==> src/scfr_pkg.sv <==
// ----------------------------------------------------------------------------
// scfr_pkg: serial command frame receiver package
// Shared types and codes for the receiver front queue, engine and top level.
// ----------------------------------------------------------------------------
package scfr_pkg;

	localparam int ByteW   = 8;
	localparam int MagicW  = 24;
	localparam int WordW   = 32;
	localparam int EventW  = 3;
	localparam int CfgIdxW = 2;
	localparam int CfgW    = 24;

	// register indexes of the configuration port
	localparam logic [CfgIdxW-1:0] CfgMagic   = 2'd0;
	localparam logic [CfgIdxW-1:0] CfgLenCmd  = 2'd1;
	localparam logic [CfgIdxW-1:0] CfgPayCmd  = 2'd2;
	localparam logic [CfgIdxW-1:0] CfgIdleCmd = 2'd3;

	// result event codes
	localparam logic [EventW-1:0] EvNone    = 3'd0;
	localparam logic [EventW-1:0] EvCmd     = 3'd1;
	localparam logic [EventW-1:0] EvLenDone = 3'd2;
	localparam logic [EventW-1:0] EvByte    = 3'd3;
	localparam logic [EventW-1:0] EvPayDone = 3'd4;

	typedef struct packed {
		logic [MagicW-1:0] magic_word;
		logic [ByteW-1:0]  length_command;
		logic [ByteW-1:0]  payload_command;
		logic [ByteW-1:0]  idle_command;
	} cfg_t;

	typedef struct packed {
		logic             valid;
		logic [ByteW-1:0] data;
	} q_word_t;

	typedef struct packed {
		logic [EventW-1:0] event_res;
		logic [ByteW-1:0]  command_code;
		logic [WordW-1:0]  task_length;
		logic [ByteW-1:0]  data_byte;
		logic [WordW-1:0]  write_offset;
		logic              last;
	} res_t;

endpackage

==> src/scfr_queue.sv <==
// ----------------------------------------------------------------------------
// scfr_queue: receive byte queue
// Front side: accepts received bytes and holds them for the frame engine.
// ----------------------------------------------------------------------------
module scfr_queue #(
	parameter int DEPTH = 2
) (
	input  logic                      clk,
	input  logic                      arst_n,
	input  logic                      push,
	input  logic [scfr_pkg::ByteW-1:0] push_data,
	input  logic                      pop,
	output logic                      full,
	output scfr_pkg::q_word_t         head,
	output logic [$clog2(DEPTH+1)-1:0] count
);
	import scfr_pkg::*;

	localparam int PtrW = (DEPTH > 1) ? $clog2(DEPTH) : 1;
	localparam int CntW = $clog2(DEPTH+1);
	localparam logic [PtrW-1:0] LastPtr = PtrW'(DEPTH-1);
	localparam logic [CntW-1:0] FullCnt = CntW'(DEPTH);

	logic [ByteW-1:0] mem_q [DEPTH];
	logic [PtrW-1:0]  wr_ptr_q;
	logic [PtrW-1:0]  rd_ptr_q;
	logic [CntW-1:0]  count_q;
	logic             do_push;
	logic             do_pop;

	assign full    = (count_q == FullCnt);
	assign do_push = push && !full;
	assign do_pop  = pop && (count_q != '0);
	assign head.valid = (count_q != '0);
	assign head.data  = mem_q[rd_ptr_q];
	assign count      = count_q;

	always_ff @(posedge clk) begin
		if (do_push) begin
			mem_q[wr_ptr_q] <= push_data;
		end
	end

	always_ff @(posedge clk or negedge arst_n) begin
		if (!arst_n) begin
			wr_ptr_q <= '0;
			rd_ptr_q <= '0;
			count_q  <= '0;
		end else begin
			if (do_push) begin
				wr_ptr_q <= (wr_ptr_q == LastPtr) ? '0 : wr_ptr_q + 1'b1;
			end
			if (do_pop) begin
				rd_ptr_q <= (rd_ptr_q == LastPtr) ? '0 : rd_ptr_q + 1'b1;
			end
			if (do_push && !do_pop) begin
				count_q <= count_q + 1'b1;
			end else if (do_pop && !do_push) begin
				count_q <= count_q - 1'b1;
			end
		end
	end

endmodule

==> src/scfr_engine.sv <==
// ----------------------------------------------------------------------------
// scfr_engine: frame engine
// Back side: hunts for command and magic, gathers the length, passes payload.
// ----------------------------------------------------------------------------
module scfr_engine (
	input  logic              clk,
	input  logic              arst_n,
	input  scfr_pkg::cfg_t    cfg,
	input  scfr_pkg::q_word_t head,
	output logic              pop,
	input  logic              out_stall,
	output logic              out_valid,
	output scfr_pkg::res_t    res
);
	import scfr_pkg::*;

	localparam logic [1:0] PhHunt    = 2'd0;
	localparam logic [1:0] PhLength  = 2'd1;
	localparam logic [1:0] PhPayload = 2'd2;
	localparam logic [2:0] WordBytes = 3'd4;

	logic [1:0]       phase_q;
	logic [WordW-1:0] hunt_word_q;
	logic [2:0]       hunt_left_q;
	logic [WordW-1:0] len_asm_q;
	logic [WordW-1:0] stored_len_q;
	logic [WordW-1:0] byte_cnt_q;
	logic             out_valid_q;
	res_t             res_q;

	logic [1:0]       phase_n;
	logic [WordW-1:0] hunt_word_n;
	logic [2:0]       hunt_left_n;
	logic [WordW-1:0] len_asm_n;
	logic [WordW-1:0] stored_len_n;
	logic [WordW-1:0] byte_cnt_n;
	res_t             res_n;

	logic [2:0]       left;
	logic [2:0]       left_dec;
	logic [WordW-1:0] word_fill;
	logic [WordW-1:0] cnt_inc;
	logic [ByteW-1:0] cmd;

	assign pop       = head.valid && (!out_valid_q || !out_stall);
	assign out_valid = out_valid_q;
	assign res       = res_q;
	assign cnt_inc   = byte_cnt_q + 1'b1;
	assign cmd       = word_fill[WordW-1 -: ByteW];

	always_comb begin
		left = hunt_left_q;
		if (left == 3'd0 || left > WordBytes) begin
			left = WordBytes;
		end
		left_dec = left - 1'b1;
		case (left_dec[1:0])
			2'd3:    word_fill = hunt_word_q | {head.data, 24'd0};
			2'd2:    word_fill = hunt_word_q | {8'd0, head.data, 16'd0};
			2'd1:    word_fill = hunt_word_q | {16'd0, head.data, 8'd0};
			default: word_fill = hunt_word_q | {24'd0, head.data};
		endcase
	end

	always_comb begin
		phase_n      = phase_q;
		hunt_word_n  = hunt_word_q;
		hunt_left_n  = hunt_left_q;
		len_asm_n    = len_asm_q;
		stored_len_n = stored_len_q;
		byte_cnt_n   = byte_cnt_q;
		res_n        = '0;
		res_n.event_res = EvNone;
		case (phase_q)
			PhLength: begin
				len_asm_n  = {len_asm_q[WordW-ByteW-1:0], head.data};
				byte_cnt_n = cnt_inc;
				if (cnt_inc >= WordW'(WordBytes)) begin
					stored_len_n      = len_asm_n;
					res_n.task_length = len_asm_n;
					res_n.event_res   = EvLenDone;
					len_asm_n         = '0;
					byte_cnt_n        = '0;
					phase_n           = PhHunt;
				end
			end
			PhPayload: begin
				res_n.data_byte    = head.data;
				res_n.write_offset = byte_cnt_q;
				byte_cnt_n         = cnt_inc;
				if (cnt_inc == stored_len_q) begin
					res_n.event_res = EvPayDone;
					res_n.last      = 1'b1;
					byte_cnt_n      = '0;
					phase_n         = PhHunt;
				end else begin
					res_n.event_res = EvByte;
				end
			end
			default: begin
				hunt_word_n = word_fill;
				hunt_left_n = left_dec;
				if (word_fill[MagicW-1:0] == cfg.magic_word) begin
					res_n.command_code = cmd;
					res_n.event_res    = EvCmd;
					hunt_word_n        = '0;
					hunt_left_n        = WordBytes;
					phase_n            = PhHunt;
					if (cmd == cfg.idle_command) begin
						phase_n = PhHunt;
					end else if (cmd == cfg.length_command) begin
						phase_n    = PhLength;
						len_asm_n  = '0;
						byte_cnt_n = '0;
					end else if (cmd == cfg.payload_command && stored_len_q != '0) begin
						phase_n    = PhPayload;
						byte_cnt_n = '0;
					end
				end
				if (hunt_left_n == 3'd0) begin
					hunt_word_n = '0;
					hunt_left_n = WordBytes;
				end
			end
		endcase
	end

	always_ff @(posedge clk or negedge arst_n) begin
		if (!arst_n) begin
			phase_q      <= PhHunt;
			hunt_word_q  <= '0;
			hunt_left_q  <= WordBytes;
			len_asm_q    <= '0;
			stored_len_q <= '0;
			byte_cnt_q   <= '0;
			out_valid_q  <= 1'b0;
		end else begin
			if (pop) begin
				phase_q      <= phase_n;
				hunt_word_q  <= hunt_word_n;
				hunt_left_q  <= hunt_left_n;
				len_asm_q    <= len_asm_n;
				stored_len_q <= stored_len_n;
				byte_cnt_q   <= byte_cnt_n;
				out_valid_q  <= 1'b1;
			end else if (!out_stall) begin
				out_valid_q <= 1'b0;
			end
		end
	end

	always_ff @(posedge clk) begin
		if (pop) begin
			res_q <= res_n;
		end
	end

endmodule

==> src/serial_command_frame_receiver_top.sv <==
// Serial command frame receiver. Takes one received byte per cycle while
// in_stall is low and gives exactly one result word per byte, in order. A
// byte enters a queue of QUEUE_DEPTH words; the frame engine takes one byte
// per cycle from its head while the output is not stalled and writes its
// result into an output register, so the sustained rate is one byte per
// clock, set by the frame engine. A byte passes through the queue storage and
// then the output register. Stalls on the output fill the queue, and in_stall
// rises once it holds QUEUE_DEPTH bytes. Registers are written through the
// cfg port, which is always ready; write them only while no byte is in flight.
// ----------------------------------------------------------------------------
// serial_command_frame_receiver_top: serial command frame receiver
// Configuration registers, receive queue and frame engine.
// ----------------------------------------------------------------------------
module serial_command_frame_receiver_top #(
	parameter int QUEUE_DEPTH = 2
) (
	input  logic                          clk,
	input  logic                          arst_n,
	input  logic                          cfg_valid,
	output logic                          cfg_ready,
	input  logic [scfr_pkg::CfgIdxW-1:0]  cfg_index,
	input  logic [scfr_pkg::CfgW-1:0]     cfg_data,
	input  logic                          in_valid,
	output logic                          in_stall,
	input  logic [scfr_pkg::ByteW-1:0]    rx_byte,
	output logic                          out_valid,
	input  logic                          out_stall,
	output logic [scfr_pkg::EventW-1:0]   event_res,
	output logic [scfr_pkg::ByteW-1:0]    command_code,
	output logic [scfr_pkg::WordW-1:0]    task_length,
	output logic [scfr_pkg::ByteW-1:0]    data_byte,
	output logic [scfr_pkg::WordW-1:0]    write_offset,
	output logic                          last
);
	import scfr_pkg::*;

	localparam int CntW = $clog2(QUEUE_DEPTH+1);

	cfg_t            cfg_q;
	q_word_t         head;
	res_t            res;
	logic            pop;
	logic [CntW-1:0] q_count;

	assign cfg_ready = 1'b1;

	always_ff @(posedge clk or negedge arst_n) begin
		if (!arst_n) begin
			cfg_q.magic_word      <= '0;
			cfg_q.length_command  <= 8'd1;
			cfg_q.payload_command <= 8'd2;
			cfg_q.idle_command    <= 8'd0;
		end else if (cfg_valid && cfg_ready) begin
			case (cfg_index)
				CfgMagic:   cfg_q.magic_word      <= cfg_data[MagicW-1:0];
				CfgLenCmd:  cfg_q.length_command  <= cfg_data[ByteW-1:0];
				CfgPayCmd:  cfg_q.payload_command <= cfg_data[ByteW-1:0];
				CfgIdleCmd: cfg_q.idle_command    <= cfg_data[ByteW-1:0];
				default:    cfg_q <= cfg_q;
			endcase
		end
	end

	scfr_queue #(
		.DEPTH(QUEUE_DEPTH)
	) u_queue (
		.clk      (clk),
		.arst_n   (arst_n),
		.push     (in_valid),
		.push_data(rx_byte),
		.pop      (pop),
		.full     (in_stall),
		.head     (head),
		.count    (q_count)
	);

	scfr_engine u_engine (
		.clk      (clk),
		.arst_n   (arst_n),
		.cfg      (cfg_q),
		.head     (head),
		.pop      (pop),
		.out_stall(out_stall),
		.out_valid(out_valid),
		.res      (res)
	);

	assign event_res    = res.event_res;
	assign command_code = res.command_code;
	assign task_length  = res.task_length;
	assign data_byte    = res.data_byte;
	assign write_offset = res.write_offset;
	assign last         = res.last;

`ifndef SYNTH
	a_queue_bound: assert property (@(posedge clk) disable iff (!arst_n)
		q_count <= CntW'(QUEUE_DEPTH))
		else $error("receive queue count beyond depth");

	a_pop_needs_word: assert property (@(posedge clk) disable iff (!arst_n)
		pop |-> q_count != '0)
		else $error("frame engine took a byte from an empty queue");

	a_last_on_done: assert property (@(posedge clk) disable iff (!arst_n)
		out_valid |-> (last == (event_res == EvPayDone)))
		else $error("last flag disagrees with payload done event");

	a_cmd_only_on_event: assert property (@(posedge clk) disable iff (!arst_n)
		out_valid && event_res != EvCmd |-> command_code == '0)
		else $error("command code shown without a command event");
`endif

endmodule

==> config.mk <==
export PLATFORM = sky130hd
export DESIGN_NAME = serial_command_frame_receiver_top
export DESIGN_NICKNAME = d
export VERILOG_FILES = /design/src/scfr_pkg.sv /design/src/scfr_queue.sv /design/src/scfr_engine.sv /design/src/serial_command_frame_receiver_top.sv
export SDC_FILE = /design/constraint.sdc
export NUM_CORES = 1
export LEC_CHECK = 0
export BUFFER_PORTS_ARGS = -buffer_cell sky130_fd_sc_hd__buf_2
export CAP_MARGIN = 20
export CORE_MARGIN = 2
export CORE_UTILIZATION = 35
export CTS_CLUSTER_DIAMETER = 80
export DETAILED_ROUTE_END_ITERATION = 16
export GPL_TIMING_DRIVEN = 0
export SKIP_CTS_REPAIR_TIMING = 1
export SYNTH_ARGS = -nofsm -noshare
export SYNTH_HDL_FRONTEND = slang
export SYNTH_HIERARCHICAL = 1
export SYNTH_SLANG_ARGS = --single-unit
==> constraint.sdc <==
create_clock -name clk -period 4.1 [get_ports clk]
set_input_delay 0.82 -clock clk [delete_from_list [all_inputs] [get_ports clk]]
set_output_delay 0.82 -clock clk [all_outputs]
set_load 0.1 [all_outputs]
Yosys cells after proc, flatten, opt, wreduce, memory -nomap -nowiden
Memories as Yosys holds them, arrays and structs flattened.
Cells that the tools add are included.

cells by class
  divide/modulo/power cells = 0
  shift operators = 0
  $lt $le $gt $ge = 2
  add/sub/neg operators = 6
  bitwise logic cells = 7
  equality and inequality tests = 19
  reductions and logical operators = 35
  multiplexer cells = 39
  $mul = 0

operator list
  operator                                                             number
  two-way mux 32 bit                                                   8
  two-way mux 24 bit                                                   4
  case mux 32 bit (3 select lines)                                     1
  case mux 32 bit (2 select lines)                                     1
  case mux 24 bit (2 select lines)                                     1
  adder 32 x 1 -> 32 bit (second input constant)                       1
  equality test 32 bit                                                 1
  greater-or-equal comparator 32 x 3 -> 1 bit (second input constant)  1
  bitwise OR 32 x 16 -> 32 bit                                         1
  bitwise OR 32 x 24 -> 32 bit                                         1
  bitwise OR 32 bit                                                    1
  bitwise OR 32 x 8 -> 32 bit                                          1
  nonzero test 32 bit                                                  1
  equality test 24 bit                                                 1
  equality test 8 bit                                                  3
  two-way mux 2 bit                                                    9
  two-way mux 3 bit                                                    5
  equality test 2 bit (second input constant)                          6
  AND reduction 2 bit                                                  6
  two-way mux 9 bit                                                    1
  AND reduction 4 bit                                                  2
  nonzero test 2 bit                                                   4
  two-way mux 1 bit                                                    7
  equality test 2 x 1 -> 1 bit (second input constant)                 3
  22 further kinds                                                     38

storage, ports and cells
  register bits = 262
  bits in latches = 0
  ROM bits = 0
  memories kept = 1
  output and inout bits = 87
  input port bits = 39
  memory bits (writable) = 16
  logic and storage cells = 129

memories
  memory         words  width  read ports  clocked after memory_dff  wr ports  RTL line          text
  u_queue.mem_q  2      8      1           0                         1         scfr_queue.sv:24  logic [ByteW-1:0] mem_q [DEPTH];

Logic depth before layout (Yosys ltp)
Gate-level depths: netlist of run 1.

  word-level depth = 13
  depth in mapped cells = 19

Cells and area by module
Netlist of run 1, hierarchy kept.

modules (own cells, without submodules)
  module                             sequential area each (um^2)  area each (um^2)  instances  cells each
  scfr_engine                        5676.7                       12303.0           1          1259
  serial_command_frame_receiver_top  1203.7                       1809.2            1          104
  scfr_queue                         580.6                        785.8             1          44

Worst setup path after synthesis of run 1
No wires, ideal clock.

  kind = reg2reg
  start = register u_engine.out_valid_q (netlist: u_engine/out_valid)
  end = register u_engine.hunt_word_q[21]
  buffers on the path = 1
  setup time = 73 ps
  data required time = 4027 ps
  stages on the path, launching flop included = 9
  arrival time = 4447 ps
  slack = -419 ps
  path through = dfrtp_1 > nand2_1 > nand2_1 > inv_1 > nand2_1 > nor3b_1 > a21oi_1 > buf_2 > nor2_1

between the ends
  cells in the longest elaborated chain, start to end = 4

ends and longest elaborated chain
  item                                  RTL line                                 text
  start: declaration                    scfr_engine.sv:28                        logic out_valid_q;
  start signal: assignment              scfr_engine.sv:136                       out_valid_q <= 1'b0;
  start signal: assignment              scfr_engine.sv:145                       out_valid_q <= 1'b1;
  start signal: assignment              scfr_engine.sv:147                       out_valid_q <= 1'b0;
  logical NOT 1 bit                     scfr_engine.sv:45                        assign pop = head.valid && (!out_valid_q || !out_stall);
  logical OR 1 bit                      scfr_engine.sv:45
  logical AND 1 bit                     scfr_engine.sv:45
  named net pop                         serial_command_frame_receiver_top.sv:42  logic pop;
  AND reduction 2 bit (no source line)  --
  end signal: assignment                scfr_engine.sv:140                       hunt_word_q <= hunt_word_n;
  end: declaration                      scfr_engine.sv:23                        logic [WordW-1:0] hunt_word_q;

The timed path passes the listed nets, and every way through them passes these cells.
A chain may end at the register's enable or synchronous reset.

Worst setup path in the final report of run 1
  start = register u_engine.hunt_left_q[1]
  end = register u_engine.byte_cnt_q[21]

between the ends
  cells in the longest elaborated chain, start to end = 11
  elaborated cells on any way between the ends = 22
  classes of those cells = 1 x add/sub; 1 x order compare; 8 x eq/ne; 6 x mux; 6 x reduce/logical

ends and longest elaborated chain
  item                                                                 RTL line            text
  start: declaration                                                   scfr_engine.sv:24   logic [2:0] hunt_left_q;
  start signal: assignment                                             scfr_engine.sv:132  hunt_left_q <= WordBytes;
  start signal: assignment                                             scfr_engine.sv:141  hunt_left_q <= hunt_left_n;
  > comparator 3 bit or logical NOT 3 bit (tied branches)              scfr_engine.sv:53   if (left == 3'd0 || left > WordBytes) begin
  logical OR 1 bit                                                     scfr_engine.sv:53
  two-way mux 3 bit *                                                  scfr_engine.sv:53
  subtractor 3 x 1 -> 3 bit *                                          scfr_engine.sv:56   left_dec = left - 1'b1;
  equality test 2 x 1 -> 1 bit or equality test 2 bit (tied branches)  scfr_engine.sv:57   case (left_dec[1:0])
  case mux 32 bit (3 select lines) *                                   scfr_engine.sv:57
  equality test 8 bit                                                  scfr_engine.sv:111  end else if (cmd == cfg.length_command) begin
  two-way mux 32 bit                                                   scfr_engine.sv:111
  two-way mux 32 bit                                                   scfr_engine.sv:109  if (cmd == cfg.idle_command) begin
  two-way mux 32 bit                                                   scfr_engine.sv:103  if (word_fill[MagicW-1:0] == cfg.magic_word) begin
  case mux 32 bit (2 select lines)                                     scfr_engine.sv:74   case (phase_q)
  end signal: assignment                                               scfr_engine.sv:144  byte_cnt_q <= byte_cnt_n;
  end: declaration                                                     scfr_engine.sv:27   logic [WordW-1:0] byte_cnt_q;

Mark *: on every way between the ends. The rest lies on a longest branch, timed or not. The select of a mux whose other input is x is not followed.

==> run summary, run 1 <==
Final wirelength - 50200 microns
Synth top area cells - dfrtp_1 29%, edfxtp_1 20%, mux2_2 5.7%
Slew at the pin closest to its max-slew limit - 0.910 ns
Post-synth top area cell - dfrtp_1
# IOs - 126
DP Cell Count - 2073
Top-area cell type share of the netlist area - 0.294
Power density over the cells - 577 nW/um^2
Die Wd - 210 microns
R2r setup slk - -0.38 ns
Crit path max-delay family - compound AO/OA/AOI/OAI gates
Area grow syn2layout - 25.8%
Syn_nets - 1456
Static leakage - 7.79 nW
Final max-slew violation count - 0
Routed Antenna Nets - 0
Cts bufs inserted - 31
Status - finished, violations left
FFs w/ async S/R, synth - 0.640
Fillers - 3989
CTS H-Tree Depth - 1
First-pass DRT Iterations - 6
Setup TNS - -7.97 ns
Buffers on Ports - 124
Worst path cell trace - or2_4, ha_4, nand2b_4, inv_4, ha_2, buf_6, buf_4, a21o_1, nor4b_2, a31oi_1, o32ai_2, o21ai_0, or4_4, a211o_1, buf_6, a21o_4, buf_12, buf_8, o41ai_2
Vias - 12500
Initial antenna violation count - 0
Slowest cell on crit path - or4_4
CP startpoint - u_engine/hunt_left_q[1]
Post-detailed-route wirelength per cell - 23.1 microns
Vias in the first global route - 12000
Non-Filler Instances - 2171
Critical Path Fanout Max - 10
Netlist cell types - 82
Top achievable clock speed - 223 MHz
Worst hold path class - primary input to asynchronous set/reset pin
Total gr overflow - 0
Vias per cell - 5.76
GRT Util Overall - 0.220
Startpoint Class - flop
Top cell by count, worst path - buf_6
First-pass GRT wire length - 74500 microns
CTS Root Cell - clkbuf_16
Fin nets - 1656
Full die area - 44200 sq um
RePlAce Congestion - 0.995
Violated checks - setup timing
Sequential fraction of the synthesis area - 0.501
Syn avg cell area - 10.6 sq um
Post-synth EDFFs - 100
Die Y - 210 microns
Clock sink count - 278
Worst r2r src - u_engine/hunt_left_q[1]
Post-Syn Instances - 1407
DRC - 0
Max clock buf depth - 3
Post-synth top cells - 175 x dfrtp_1, 100 x edfxtp_1, 94 x nand2_1
FF+latch count, synth - 278
Most common cell in the netlist - dfrtp_1
Clock slew at reported path FFs - 0.06 ns
Layout cells sized above 1 - 0.297
Maxcap violations - 0
Ys Warns - 6
Placed wire-length estimate - 36000 microns
Buf+Inv Stages, Crit Path - 6
RSZ-0062 raised after global routing - true
Power Total - 10.8 mW
Number of core rows - 75
CP Class - flop to flop
CP Data Required Time - 4.57 ns
Largest net degree at the start of global routing - 122
CTS tree - done
Fin crit period - 4.48 ns
Hold Vio Cnt, Final - 0
Final Util - 0.447
Syn Std Cell Area - 14900 sq um
Finish-stage setup viols - 55
DRT iter0 DRCs - 1269
Core ar. - 41900 sq um
Max-slew headroom - 0.393
Crit share post-route - 1.09
Setup Skew - 0.0285 ns
# diodes - 0
CP max stage delay - 0.61 ns
Starting Density - 0.355
Pre-CTS WS - -1.15 ns
Worst vdd ir - 0.524 mV
WP data arrival - 4.94 ns
Skew-Pair Late Insertion Delay - 0.59 ns
Main synth FF type - dfrtp_1
Crit end category - flop
Min setup slack post-route - -0.377 ns
-- state kept, by name (all words and copies together), names as in the netlist --
register,cells
u_engine/res,84
cfg_q,48
u_engine/byte_cnt_q,32
u_engine/hunt_word_q,32
u_engine/stored_len_q,32
u_engine/len_asm_q,24
u_queue/mem_q,16
u_engine/hunt_left_q,3
u_engine/phase_q,2
u_queue/count,2
u_engine/out_valid,1
u_queue/rd_ptr_q,1
u_queue/wr_ptr_q,1
-- path summary, 6_finish.rpt --
check                                           endpoint  cells after the start
min in group clk                     u_queue/mem_q[0][6]                      1
worst max-delay path             u_engine/byte_cnt_q[21]                     19
worst max register to register   u_engine/byte_cnt_q[21]                     19
worst min-delay path                           cfg_q[21]                      1
max in group asynchronous         u_engine/byte_cnt_q[0]                      2
worst min register to register  u_engine/hunt_word_q[24]                      2
-- cell usage in the layout, fill, tap and decap left out, drive strengths merged, types with 13 or more instances in the layout --
| master | n |
|---|---|
| a211oi | 23 |
| a21oi | 60 |
| a31oi | 33 |
| and2 | 73 |
| and3 | 17 |
| buf | 217 |
| clkbuf | 106 |
| dfrtp | 175 |
| edfxtp | 100 |
| inv | 51 |
| mux2 | 85 |
| mux2i | 33 |
| nand2 | 96 |
| nand3 | 36 |
| nand4 | 30 |
| nor2 | 70 |
| nor2b | 13 |
| nor3 | 32 |
| nor4 | 33 |
| o21ai | 34 |
| o22ai | 20 |
| o31ai | 47 |
| xnor2 | 46 |
| xor2 | 26 |
-- per-stage QoR --
step,cell area [sq um],hold slack [ns]
3_5_place_dp,16500,0.490
2_1_floorplan,15100,0.459
5_1_grt,18700,0.188
4_1_cts,17500,0.167
3_3_place_gp,16400,0.477
6_report,18700,0.170
-- where the power goes --
| part | leakage [nW] | switching, mW | internal [mW] |
|---|---|---|---|
| sequential | 3.16 | 0.209 | 3.44 |
| combinational | 4.12 | 3.40 | 0.969 |
| clock | 0.512 | 1.17 | 1.62 |
| total | 7.79 | 4.78 | 6.03 |
-- per-layer routing --
metal  share of wire  GRT usage
met2            0.48      0.365
met1            0.42      0.295
met5               0          0
met4           0.043     0.0861
met3           0.063     0.0282
-- kinds of logic after synthesis --
kind of cell,share of synthesized area
buf+inv,0.0477
flops,0.501
xor+xnor,0.0438
compound gates,0.144
simple gates,0.169
other cells,0.000252
fa+ha+maj,0.00840
mux,0.0864
-- final cells by class --
class                           instances  area, sq um  area share
Buffer                                108          678      0.0362
Multi-Input combinational cell        965         7620       0.407
Timing Repair Buffer                  172         1060      0.0568
Tap cell                              539          674      0.0360
Clock buffer                           43          913      0.0487
Clock inverter                         15          125     0.00668
Sequential cell                       278         7460       0.398
Inverter                               51          198      0.0106
No activity file was read; power rests on OpenSTA's default activity.
==> run 2: changes to the inputs <==
--- a/config.mk
+++ b/config.mk
@@ -6,7 +6,6 @@
 export NUM_CORES = 1
 export LEC_CHECK = 0
 export BUFFER_PORTS_ARGS = -buffer_cell sky130_fd_sc_hd__buf_2
-export CAP_MARGIN = 20
 export CORE_MARGIN = 2
 export CORE_UTILIZATION = 35
 export CTS_CLUSTER_DIAMETER = 80
==> constraint.sdc (replaced) <==
create_clock -name clk -period 4.1 [get_ports clk]
set_input_delay 0.82 -clock clk [delete_from_list [all_inputs] [get_ports clk]]
set_output_delay 0.82 -clock clk [all_outputs]
set_load 0.005 [all_outputs]
==> run summary, run 2 (same netlist as run 1, synthesis figures left out) <==
Slowest cell on crit path - or4_4
Worst hold path class - primary input to asynchronous set/reset pin
CP Data Required Time - 4.57 ns
Max clock buf depth - 3
Clock sink count - 278
Setup Skew - 0.0298 ns
Worst r2r src - u_engine/hunt_left_q[1]
CP max stage delay - 0.58 ns
Crit share post-route - 1.09
CTS tree - done
CP endpoint - u_engine/byte_cnt_q[21]
Crit end category - flop
Starting Density - 0.355
Finish-stage setup viols - 33
Power density over the cells - 474 nW/um^2
Leading cell type in the layout, fill and taps excluded - dfrtp_1
Vias - 12500
Fin crit period - 4.48 ns
Clock slew at reported path FFs - 0.06 ns
First-pass DRT Iterations - 5
Worst path cell trace - or2_4, ha_4, nand2b_4, inv_4, ha_4, or4_4, buf_4, a22oi_2, xnor2_1, a21oi_1, o2111ai_1, or4_4, a211o_1, buf_6, a21o_4, buf_12, buf_8, o41ai_2
Full die area - 44200 sq um
Largest net degree at the start of global routing - 122
R2r setup slk - -0.38 ns
Buffers on Ports - 124
CP startpoint - u_engine/hunt_left_q[1]
Vias per cell - 5.78
Total gr overflow - 0
DRT iter0 DRCs - 1344
Final max-slew violation count - 0
Routed Antenna Nets - 0
CP Class - flop to flop
Top achievable clock speed - 223 MHz
Area grow syn2layout - 25.0%
WP data arrival - 4.95 ns
Min setup slack post-route - -0.383 ns
DRC - 0
Max reg flops - 84
Status - finished, violations left
Commonest non-fill, non-tap cells in the layout - 173 x dfrtp_1, 138 x buf_2, 100 x edfxtp_1
Final wirelength - 50000 microns
Number of core rows - 75
Cts bufs inserted - 31
Post-detailed-route wirelength per cell - 23.1 microns
Final Util - 0.444
# IOs - 126
RSZ-0062 raised after global routing - true
RePlAce Congestion - 0.995
Power Total - 8.82 mW
GRT Util Overall - 0.220
Max-slew headroom - 0.397
Die Y - 210 microns
First-pass GRT wire length - 74500 microns
Slew at the pin closest to its max-slew limit - 0.905 ns
Setup TNS - -7.13 ns
CTS H-Tree Depth - 1
Startpoint Class - flop
Static leakage - 7.76 nW
Initial antenna violation count - 0
# diodes - 0
Skew-Pair Late Insertion Delay - 0.60 ns
CTS Root Cell - clkbuf_16
Fin nets - 1653
Die Wd - 210 microns
Maxcap violations - 0
Violated checks - setup timing
Core ar. - 41900 sq um
Vias in the first global route - 12000
Worst vdd ir - 0.366 mV
Placed wire-length estimate - 36000 microns
Hold Vio Cnt, Final - 0
Critical Path Fanout Max - 6
R2r endpoint - u_engine/byte_cnt_q[21]
Reg2reg path depth - 18
Layout cells sized above 1 - 0.289
run 2: changes by cell type in the layout (fill, tap and decap cells not counted), sizes merged:
cell,delta
buf,-3
run 2: worst min path at each step:
stage | start | end | slack (ns) | cells past startpoint
5_1_grt | arst_n | cfg_q[20] | 0.19 | 1
3_3_place_gp | u_queue/wr_ptr_q | u_queue/wr_ptr_q | 0.48 | 1
2_1_floorplan | u_queue/wr_ptr_q | u_queue/wr_ptr_q | 0.46 | 1
3_5_place_dp | u_engine/hunt_word_q[24] | u_engine/hunt_word_q[24] | 0.49 | 2
4_1_cts | arst_n | cfg_q[21] | 0.17 | 1
6_report | arst_n | cfg_q[21] | 0.17 | 1
run 2: area by class of cell:
cell class / instances / area, sq um
fillers: 4008 / 23300
multi-input cells: 965 / 7510
flip-flops and latches: 278 / 7460
repair buffers: 169 / 1060
clock buffers: 43 / 913
well taps: 539 / 674
plain buffers: 108 / 673
inverters: 51 / 198
clock inverters: 15 / 125
run 2: through the flow:
step           setup WS [ns]  std cells  hold WS (ns)  area, sq um
3_3_place_gp           -1.15       2070         0.477        16400
5_1_grt               -0.484       2168         0.189        18600
3_5_place_dp           -1.15       2073         0.490        16500
4_1_cts                -1.17       2131         0.167        17500
2_1_floorplan         -0.121       1407         0.459        15100
6_report              -0.383       2168         0.169        18600
run 2: metal layers:
layer  track usage  part of all wire
met4        0.0861             0.044
met1         0.295              0.42
met5             0                 0
met2         0.365              0.47
met3        0.0282             0.063
run 2: where the power goes:
| part | switching, mW | internal (mW) | total [mW] |
|---|---|---|---|
| clock network | 1.17 | 1.62 | 2.79 |
| logic | 1.42 | 0.959 | 2.38 |
| registers | 0.209 | 3.44 | 3.65 |
| total | 2.80 | 6.02 | 8.82 |
run 2: critical path, delay by kind of cell, from the launching register on:
family          cells  cell delay, ns
xor+xnor            1            0.12
flops               1            0.38
buf+inv             5            0.66
simple gates        4            1.54
fa+ha+maj           2            0.43
compound gates      6            1.23
